===== config.mk =====
export PLATFORM = sky130hd
export DESIGN_NAME = pscrl_eval
export DESIGN_NICKNAME = d
export VERILOG_FILES = /design/src/rtl/pscrl_pkg.sv /design/src/rtl/pscrl_eval.sv
export SDC_FILE = /design/constraint.sdc
export NUM_CORES = 1
export LEC_CHECK = 0
export BUFFER_PORTS_ARGS = -buffer_cell sky130_fd_sc_hd__buf_2
export CORE_MARGIN = 3
export CORE_UTILIZATION = 58
export CTS_CLUSTER_DIAMETER = 60
export CTS_CLUSTER_SIZE = 10
export DETAILED_ROUTE_END_ITERATION = 8
export GPL_ROUTABILITY_DRIVEN = 0
export PLACE_DENSITY = 0.88
export SYNTH_ARGS = -nofsm -noshare
export SYNTH_HDL_FRONTEND = slang
export SYNTH_SLANG_ARGS = --single-unit

===== constraint.sdc =====
create_clock -name clock -period 9.3 [get_ports clock]
set_clock_uncertainty 0.1 [all_clocks]
set_input_delay 0.93 -clock clock [delete_from_list [all_inputs] [get_ports clock]]
set_output_delay 0.93 -clock clock [all_outputs]
set_load 0.05 [all_outputs]

===== src/rtl/pscrl_pkg.sv =====
// Shared types and codes for the per-source connection rate limiter.
package pscrl_pkg;

   localparam int ADDR_W  = 32;
   localparam int TIME_W  = 48;
   localparam int COUNT_W = 16;

   localparam logic [TIME_W-1:0]  TIME_MAX  = {TIME_W{1'b1}};
   localparam logic [COUNT_W-1:0] COUNT_MAX = {COUNT_W{1'b1}};

   localparam logic [15:0] WINDOW_MS_RESET = 16'd1000;
   localparam logic [15:0] MAX_PER_WINDOW_RESET = 16'd10;
   localparam logic [31:0] BLOCK_MS_RESET = 32'd10000;

   typedef enum logic [1:0] {
      REG_WINDOW_MS      = 2'd0,
      REG_MAX_PER_WINDOW = 2'd1,
      REG_BLOCK_MS       = 2'd2
   } reg_index_type;

   typedef enum logic [2:0] {
      ST_NEW       = 3'd0,
      ST_OK        = 3'd1,
      ST_ZERO      = 3'd2,
      ST_BLOCKED   = 3'd3,
      ST_RATE      = 3'd4,
      ST_UNTRACKED = 3'd5
   } status_type;

   typedef enum logic [2:0] {
      S_IDLE,
      S_SEARCH,
      S_READREC,
      S_EVAL,
      S_WRITE,
      S_RESPOND
   } state_type;

   typedef struct packed {
      logic [15:0] window_ms;
      logic [15:0] max_per_window;
      logic [31:0] block_ms;
   } cfg_type;

   typedef struct packed {
      logic [TIME_W-1:0]  window_start;
      logic [TIME_W-1:0]  blocked_until;
      logic [COUNT_W-1:0] count;
   } rec_type;

   typedef struct packed {
      logic               blocked;
      logic               expired;
      logic               over;
      logic [COUNT_W-1:0] count_inc;
      logic [TIME_W-1:0]  block_end;
   } eval_type;

endpackage


===== src/rtl/pscrl_eval.sv =====
// Evaluation stage: derives block, window and count results from one record.
module pscrl_eval (
   input  logic                    clock,
   input  logic                    enable,
   input  pscrl_pkg::rec_type      rec,
   input  logic [47:0]             now_ms,
   input  pscrl_pkg::cfg_type      cfg,
   output pscrl_pkg::eval_type     result
);
   import pscrl_pkg::*;

   eval_type          eval_ff;
   eval_type          eval_in;
   logic [TIME_W-1:0] elapsed;
   logic [TIME_W:0]   until_sum;

   always_comb begin
      eval_in = '0;
      eval_in.count_inc = (rec.count != COUNT_MAX) ? rec.count + 1'b1 : rec.count;
      eval_in.blocked   = rec.blocked_until > now_ms;
      elapsed           = now_ms - rec.window_start;
      // time running backwards counts as no elapsed time
      eval_in.expired   = (now_ms >= rec.window_start) &&
                          (elapsed > {{(TIME_W-16){1'b0}}, cfg.window_ms});
      eval_in.over      = eval_in.count_inc > cfg.max_per_window;
      until_sum         = {1'b0, now_ms} + {{(TIME_W-31){1'b0}}, cfg.block_ms};
      eval_in.block_end = until_sum[TIME_W] ? TIME_MAX : until_sum[TIME_W-1:0];
   end

   always_ff @(posedge clock) begin
      if (enable) begin
         eval_ff <= eval_in;
      end
   end

   assign result = eval_ff;
endmodule


* Word level (Yosys, flattened, before mapping) *
Cells that the tools add are included.

cells by class
  add/sub/neg operators = 3
  order comparisons = 4
  equal/unequal tests = 1
  mux-type cells = 1
  reduce and logical (&&, ||, !) cells = 1

operators with widths
  cell                                                             number
  48-bit by 32-bit adder with 49-bit output                        1
  48-bit >= comparator                                             1
  48-bit by 16-bit > comparator with 1-bit output                  1
  48-bit > comparator                                              1
  48-bit subtractor                                                1
  16-bit by 1-bit adder with 16-bit output, second input constant  1
  16-bit > comparator                                              1
  16-bit 2-to-1 mux                                                1
  16-bit != test, second input constant                            1
  1-bit logical AND                                                1

word-level totals
  register bits = 67
  word-level logic and storage cells = 15

* Logic depth before layout (Yosys ltp) *
Gate-level depths: netlist (run 1).

  depth after elaboration = 3
  mapped depth = 21

* Worst setup path after synthesis (run 1) *
OpenSTA, ideal clock, no wires.

  path type = input -> register
  start point = input rec[72] (netlist bit)
  end point = register eval_ff (netlist bit result[65]) (data pin)
  library setup time = 0.276 ns
  arrival time = 5.004 ns
  path slack = 3.920 ns
  cell stages on the path = 19
  buffers on the path = 0
  cells stage by stage = inv_1 ha_1 a21o_1 a31oi_1 o21bai_1 a2111oi_2 xnor2_1 ha_1 nand4_1 nor2_1 a221o_1 o31a_1 or4_1 a2111oi_2 o2111ai_1 nor4_1 nand4_1 and4b_1 a41oi_1

RTL lines
  item                    line              text
  start: declaration      pscrl_eval.sv:5   input pscrl_pkg::rec_type rec,
  end signal: assignment  pscrl_eval.sv:32  eval_ff <= eval_in;
  end: declaration        pscrl_eval.sv:12  eval_type eval_ff;

==> summary.md, run 1 <==
| Metric | Value |
|---|---|
| Logic pwr share | `51.5%` |
| Initial antenna violation count | `13` |
| Psw | `roughly 630 µW` |
| Final Hold Viols | `0` |
| Crit. End Element | `register` |
| Die X | `136 µm` |
| Post-synth EDFFs | `67` |
| Post_cts resized | `0` |
| Pre-CTS setup slack | `3260 ps` |
| Min Tclk post-route | `5840 ps` |
| Synth top area share | `20.6%` |
| Layout area overhead | `19.8%` |
| Buffers on Ports | `between 200 and 300` |
| Register area share after synthesis | `20.6%` |
| Top achievable clock speed | `0.171 GHz` |
| Final antenna-violating net count | `0` |
| CTS tree | `done` |
| HPWL Detailed | `27.9 mm` |
| Area leader, netlist | `ha_1` |
| Setup WS post-layout | `3460 ps` |
| Root Driver | `clkbuf_16` |
| Static leakage | `0.00596 µW` |
| Syn. warnings | `0` |
| Global-route wire length before repair | `approximately 50 mm` |
| Sw Share | `43.5%` |
| Hold Buf Count CTS | `0` |
| Core Region | `~16000 µm²` |
| Nets | `1917` |
| Final worst path period share | `a little over three fifths` |
| H-tree levels | `3` |
| Largest net degree at the start of global routing | `slightly below 70` |
| Synth async-reset ratio | `0%` |
| Cell count after synthesis | `1247` |
| Initial Util | `60.4%` |
| Post-synthesis mux area share | `0.858%` |
| Top post-synthesis cells by area | `ha_1, edfxtp_1, inv_1, a21oi_1, nand2_1` |
| Drt via density | `6.19` |
| Tightest Pin Transition | `1050 ps` |
| Clk buf depth | `2` |
| Placed inst area | `~11000 µm²` |
| Grt total ovfl | `0` |
| Commonest non-fill, non-tap cells in the layout | `buf_2, ha_1, inv_1, nand2_1, a21oi_1` |
| Xor/xnor share of the synthesized area | `6.27%` |
| RSZ-0062 raised after global routing | `false` |
| DR WL/cell | `19.2 µm` |
| Pwr Density | `124 nW/µm²` |
| Seq pwr share | `between 20% and 30%` |
| CP required | `9260 ps` |
| Post-CTS setup buffer count | `0` |
| Clock power share | `21.6%` |
| Row count | `46` |
| Sink Count | `67` |
| Worst VDD drop | `between 0.09 and 0.1 mV` |
| Finished Cell Area | `11700 µm²` |
| Adder-Cell Fraction of Synth Area | `between 20% and 30%` |
| IO Pins | `293` |
| Final setup viols | `0` |
| Commonest non-fill, non-tap cell in the layout | `buf_2` |
| Vias in the first global route | `10.0k` |
| Largest family of logic cells by synthesized area | `compound AO/OA/AOI/OAI gates` |
| Worst Setup Start Kind | `input port` |
| Fin Setup TNS | `0 ps` |
| CTS Buf Count | `9` |
| Max FFs per register | `67` |
| Worst-path maximum fanout | `6` |
| Max Slew Vio Count | `0` |
| Yosys cell types | `76` |
| Primary FF master, synth | `edfxtp_1` |
| Routed WL | `33.8 mm` |
| Post-Synth Simple-Gate Area | `between 20% and 30%` |
| Kind of critical path | `input port to register` |
| Compound-Gate Fraction of Synth Area | `22.8%` |
| Fillers | `1273` |
| DRT iter0 DRCs | `1243` |
| Die H | `136 µm` |
| Reg clk slew, reported paths | `60 ps` |
| GRT Total Usage | `34.5%` |
| Max_cap viols | `0` |
| Worst hold path type | `input port to register` |
| Pre-antenna DRT Iters | `6` |
| Relative slew slack | `29.6%` |
| WP data arrival | `5800 ps` |
| Via count | `10.9k` |
| # DRC | `0` |
| Post-synth net total | `1636` |
| Synth Register Bits | `67` |
| Int Power | `821 µW` |
| Status | `finished clean` |
| Share of layout cells above drive strength 1 | `between 20% and 30%` |
| Avg Cell Area, Syn | `7.84 µm²` |
| Die area | `18400 µm²` |
| Synth Cell Area | `9770 µm²` |
-- final timing paths --
path	depth (start not counted)	startpoint	endpoint
worst min-delay path	2	rec[15]	result[63]
worst max-delay path	20	rec[72]	result[65]
-- power by group through the flow --
stage / clock [µW] / sequential [µW] / combinational, µW
2_1_floorplan: 0 / 526 / 383
3_3_place_gp: 0 / 396 / 705
3_5_place_dp: 0 / 397 / 723
4_1_cts: 314 / 391 / 730
5_1_grt: 326 / 393 / 809
6_report: 314 / 391 / 747
-- critical path, stage by stage --
cell and delay [ps]:
buf_2 80, inv_1 30, ha_1 370, a21o_1 210
a31oi_1 260, o21bai_1 130, a2111oi_2 610, xnor2_1 190
ha_1 260, nand4_1 140, nor2_1 70, a221o_1 310
o31a_1 260, or4_1 540, a2111oi_2 220, o2111ai_1 160
nor4_1 480, nand4_1 140, and4b_1 260, a41oi_1 110
-- layer usage --
layer	up-vias	track usage, %	part of all wire (%)
li1	5084	-	-
met1	4917	42.1	37
met2	732	57.1	46
met3	164	5.85	9.9
met4	0	20.7	6.9
met5	-	0	0
-- area by class of cell --
type	instances	area, µm²	share of cell area (%)
Clock inverter	6	43.8	0.374
Clock buffer	9	225	1.92
Multi-Input combinational cell	997	7050	60.3
Timing Repair Buffer	293	1470	12.5
Inverter	160	601	5.13
Tap cell	216	270	2.31
Antenna cell	13	32.5	0.278
Sequential cell	67	2010	17.2
-- synthesized netlist by cell type (8+ instances only) --
master and number:
inv_1 160, o21ai_0 67, buf_2 14, edfxtp_1 67, xnor2_1 38, ha_1 161, nand3_1 33, nor2b_1 24
nand2_1 122, o21a_1 22, xor2_1 32, a21oi_1 107, a21o_1 38, nor4_1 9, and2_1 11, nand4_1 37
and3_1 20, nand2b_1 27, nor2_1 75, o211ai_1 12, nor3_1 21, o21bai_1 12, a31oi_1 9, clkbuf_1 8
-- logic make-up after synthesis --
group	Yosys count
fa+ha+maj	163
xor+xnor	70
flops	67
mux	8
compound gates	343
simple gates	413
buf+inv	183
-- per-stage QoR --
| step | instances | hold slack [ps] | power, µW | utilization (%) |
|---|---|---|---|---|
| 5_1_grt | 1761 | 883 | 1530 | 72.4 |
| 3_5_place_dp | 1733 | 1210 | 1120 | 70.5 |
| 2_1_floorplan | 1247 | 942 | 909 | - |
| 3_3_place_gp | 1733 | 1190 | 1100 | 70.5 |
| 6_report | 1761 | 874 | 1450 | 72.4 |
| 4_1_cts | 1748 | 868 | 1430 | 72.2 |
No activity file was read; power rests on OpenSTA's default activity.
==> run 2: changes to the inputs <==
--- a/config.mk
+++ b/config.mk
@@ -5,14 +5,15 @@
 export SDC_FILE = /design/constraint.sdc
 export NUM_CORES = 1
 export LEC_CHECK = 0
+export ABC_AREA = 1
 export BUFFER_PORTS_ARGS = -buffer_cell sky130_fd_sc_hd__buf_2
 export CORE_MARGIN = 3
-export CORE_UTILIZATION = 58
+export CORE_UTILIZATION = 50
 export CTS_CLUSTER_DIAMETER = 60
 export CTS_CLUSTER_SIZE = 10
 export DETAILED_ROUTE_END_ITERATION = 8
 export GPL_ROUTABILITY_DRIVEN = 0
-export PLACE_DENSITY = 0.88
+export PLACE_DENSITY = 0.79
 export SYNTH_ARGS = -nofsm -noshare
 export SYNTH_HDL_FRONTEND = slang
 export SYNTH_SLANG_ARGS = --single-unit
==> constraint.sdc (replaced) <==
create_clock -name clock -period 5.1 [get_ports clock]
set_clock_uncertainty 0.1 [all_clocks]
set_input_delay 0.51 -clock clock [delete_from_list [all_inputs] [get_ports clock]]
set_output_delay 0.51 -clock clock [all_outputs]
set_load 0.05 [all_outputs]
==> run 2 against run 1 <==
Effect of this change:
- critical path depth grew 6
- largest cell class unchanged
- synthesized area rose by 16%
- design area up 15%
- total power is 94% higher
- setup slack lost 1900 ps
- die area increased by 33%
==> summary.md, run 2 <==
| Metric | Value |
|---|---|
| Synth top area share | `17.8%` |
| # DRC | `0` |
| Die H | `157 µm` |
| Hold Buf Count CTS | `0` |
| Initial Util | `51.4%` |
| Relative slew slack | `38.2%` |
| WP data arrival | `3580 ps` |
| Kind of critical path | `input port to register` |
| CTS Buf Count | `9` |
| Sw Share | `45.2%` |
| Final setup viols | `0` |
| Via count | `between 10k and 15k` |
| Final worst path period share | `69.8%` |
| Seq pwr share | `25.2%` |
| Synth Register Bits | `67` |
| H-tree levels | `3` |
| Worst Setup Start Kind | `input port` |
| Commonest non-fill, non-tap cell in the layout | `nand2_1` |
| Buffers on Ports | `around 290` |
| Yosys cell types | `47` |
| Fin Setup TNS | `0 ps` |
| Worst hold path type | `input port to register` |
| Die X | `157 µm` |
| Die area | `24600 µm²` |
| Post-CTS setup buffer count | `0` |
| Routed WL | `39.7 mm` |
| Commonest non-fill, non-tap cells in the layout | `nand2_1, inv_1, buf_2, nor2_1, ha_1` |
| Static leakage | `0.00781 µW` |
| Area leader, netlist | `nand2_1` |
| CP most frequent cell | `nand2_1` |
| Top achievable clock speed | `0.281 GHz` |
| Non-filler cells in the finished layout | `between 2k and 2.5k` |
| CTS tree | `done` |
| Tightest Pin Transition | `927 ps` |
| Worst Hold Path EP | `result[59]` |
| IO Pins | `293` |
| Synth top cells by count | `nand2_1, inv_1, nor2_1` |
| Core Region | `22100 µm²` |
| Max Slew Vio Count | `0` |
| Critical path's slowest cell | `fa_1` |
| Register area share after synthesis | `17.7%` |
| Drt via density | `about 5.4` |
| RSZ-0062 raised after global routing | `false` |
| Status | `finished clean` |
| Initial antenna violation count | `13` |
| Synth Cell Area | `11400 µm²` |
| DRT iter0 DRCs | `1259` |
| Setup WS post-layout | `1540 ps` |
| Share of layout cells above drive strength 1 | `16.0%` |
| Int Power | `1540 µW` |
| Clk buf depth | `2` |
| Logic pwr share | `51.6%` |
| Vias in the first global route | `between 10k and 15k` |
| Reg clk slew, reported paths | `70 ps` |
| Final Hold Viols | `0` |
| Largest net degree at the start of global routing | `just under 70` |
| GRT Total Usage | `a little under a third` |
| Layout area overhead | `18.7%` |
| Hold path depth | `3` |
| HPWL Detailed | `34.2 mm` |
| Max FFs per register | `67` |
| Final antenna-violating net count | `0` |
| Finished Cell Area | `around 13000 µm²` |
| Primary FF master, synth | `edfxtp_1` |
| Worst hold start | `rec[11]` |
| Min Tclk post-route | `3560 ps` |
| Max_cap viols | `0` |
| Synth async-reset ratio | `0%` |
| Cell count after synthesis | `~1.9k` |
| Worst-path maximum fanout | `4` |
| Worst VDD drop | `0.149 mV` |
| DP Cell Count | `2434` |
| Syn. warnings | `0` |
| Max stage delay on crit path | `420 ps` |
| Clock power share | `between 20% and 30%` |
| Sink Count | `67` |
| Global-route wire length before repair | `60.5 mm` |
| Avg Cell Area, Syn | `~6 µm²` |
| Pre-antenna DRT Iters | `6` |
| Placed inst area | `about 13000 µm²` |
| Cell with the most instances after synthesis | `nand2_1` |
| CP required | `5120 ps` |
| Post-synth net total | `2254` |
| Crit. End Element | `register` |
| Pwr Density | `209 nW/µm²` |
| DR WL/cell | `16.1 µm` |
| Nets | `2554` |
| Grt total ovfl | `0` |
| Top post-synthesis cells by area | `nand2_1, ha_1, edfxtp_1, inv_1, nor2_1` |
| Pre-CTS setup slack | `1240 ps` |
| Post-synth EDFFs | `67` |
| Worst hold margin | `roughly 410 ps` |
| Psw | `around 1300 µW` |
| Row count | `54` |
| Root Driver | `clkbuf_16` |
| Post_cts resized | `0` |
## run 2: cell count changes after synthesis, moves of 20 or more
cell      delta
nand2_1    +417
inv_1      +254
nor2_1     +108
nand3_1     +61
a21o_1      -31
xnor2_1     -29
nand2b_1    -27
nor2b_1     -23
and3_1      -20
## run 2: cell type report
class	instances	area, µm²
clock inverter	7	76.3
antenna	13	32.5
clock buffer	9	225
sequential	67	2010
multi-input combinational	1380	7770
timing repair buffer	293	1470
tap	280	350
inverter	414	1550
fill	2171	8610
## run 2: how the worst max path moves through the flow
stage,startpoint,endpoint,slack (ps),cells past startpoint
floorplan,now_ms[0],result[65],1790,25
global placement,now_ms[0],result[65],1330,26
detailed placement,now_ms[0],result[65],1240,26
CTS,now_ms[0],result[65],1610,26
global route,now_ms[0],result[65],1270,26
finish,now_ms[0],result[65],1540,26
## run 2: cell families (layout without fill, tap and decap cells)
| family | Yosys count | count (layout) | synth area share (%) |
|---|---|---|---|
| adder cells (fa/ha/maj) | 163 | 163 | 18.1 |
| flip-flops | 67 | 67 | 17.7 |
| XOR/XNOR | 44 | 44 | 3.39 |
| AND/OR/NAND/NOR | 930 | 930 | 34.3 |
| AO/OA/AOI/OAI | 243 | 243 | 12.6 |
| buffers and inverters | 418 | 723 | 14.0 |
| other | 0 | 13 | 0 |
## run 2: metrics by stage
step,utilization [%],power (µW)
floorplan,-,1720
global placement,59.5,2110
detailed placement,59.5,2140
CTS,60.9,2790
global route,61.0,2990
finish,61.0,2810
## run 2: power by group through the flow
stage,logic [µW],registers [µW],clock network (µW)
floorplan,767,953,0
global placement,1390,719,0
detailed placement,1420,720,0
CTS,1430,708,653
global route,1600,714,679
finish,1450,708,653
## run 2: metal layers
layer	track usage [%]	vias to the layer above	wire, µm
met5	0	-	0
met4	15.8	0	1930
met3	3.68	130	3340
met2	53.2	668	18900
met1	37.9	5967	15500
li1	-	6573	-
## run 2: critical path: cells and delay by family
family	cells	cell delay, ps
buf+inv	3	230
fa+ha+maj	3	830
xor+xnor	1	160
simple gates	18	1770
compound gates	1	60
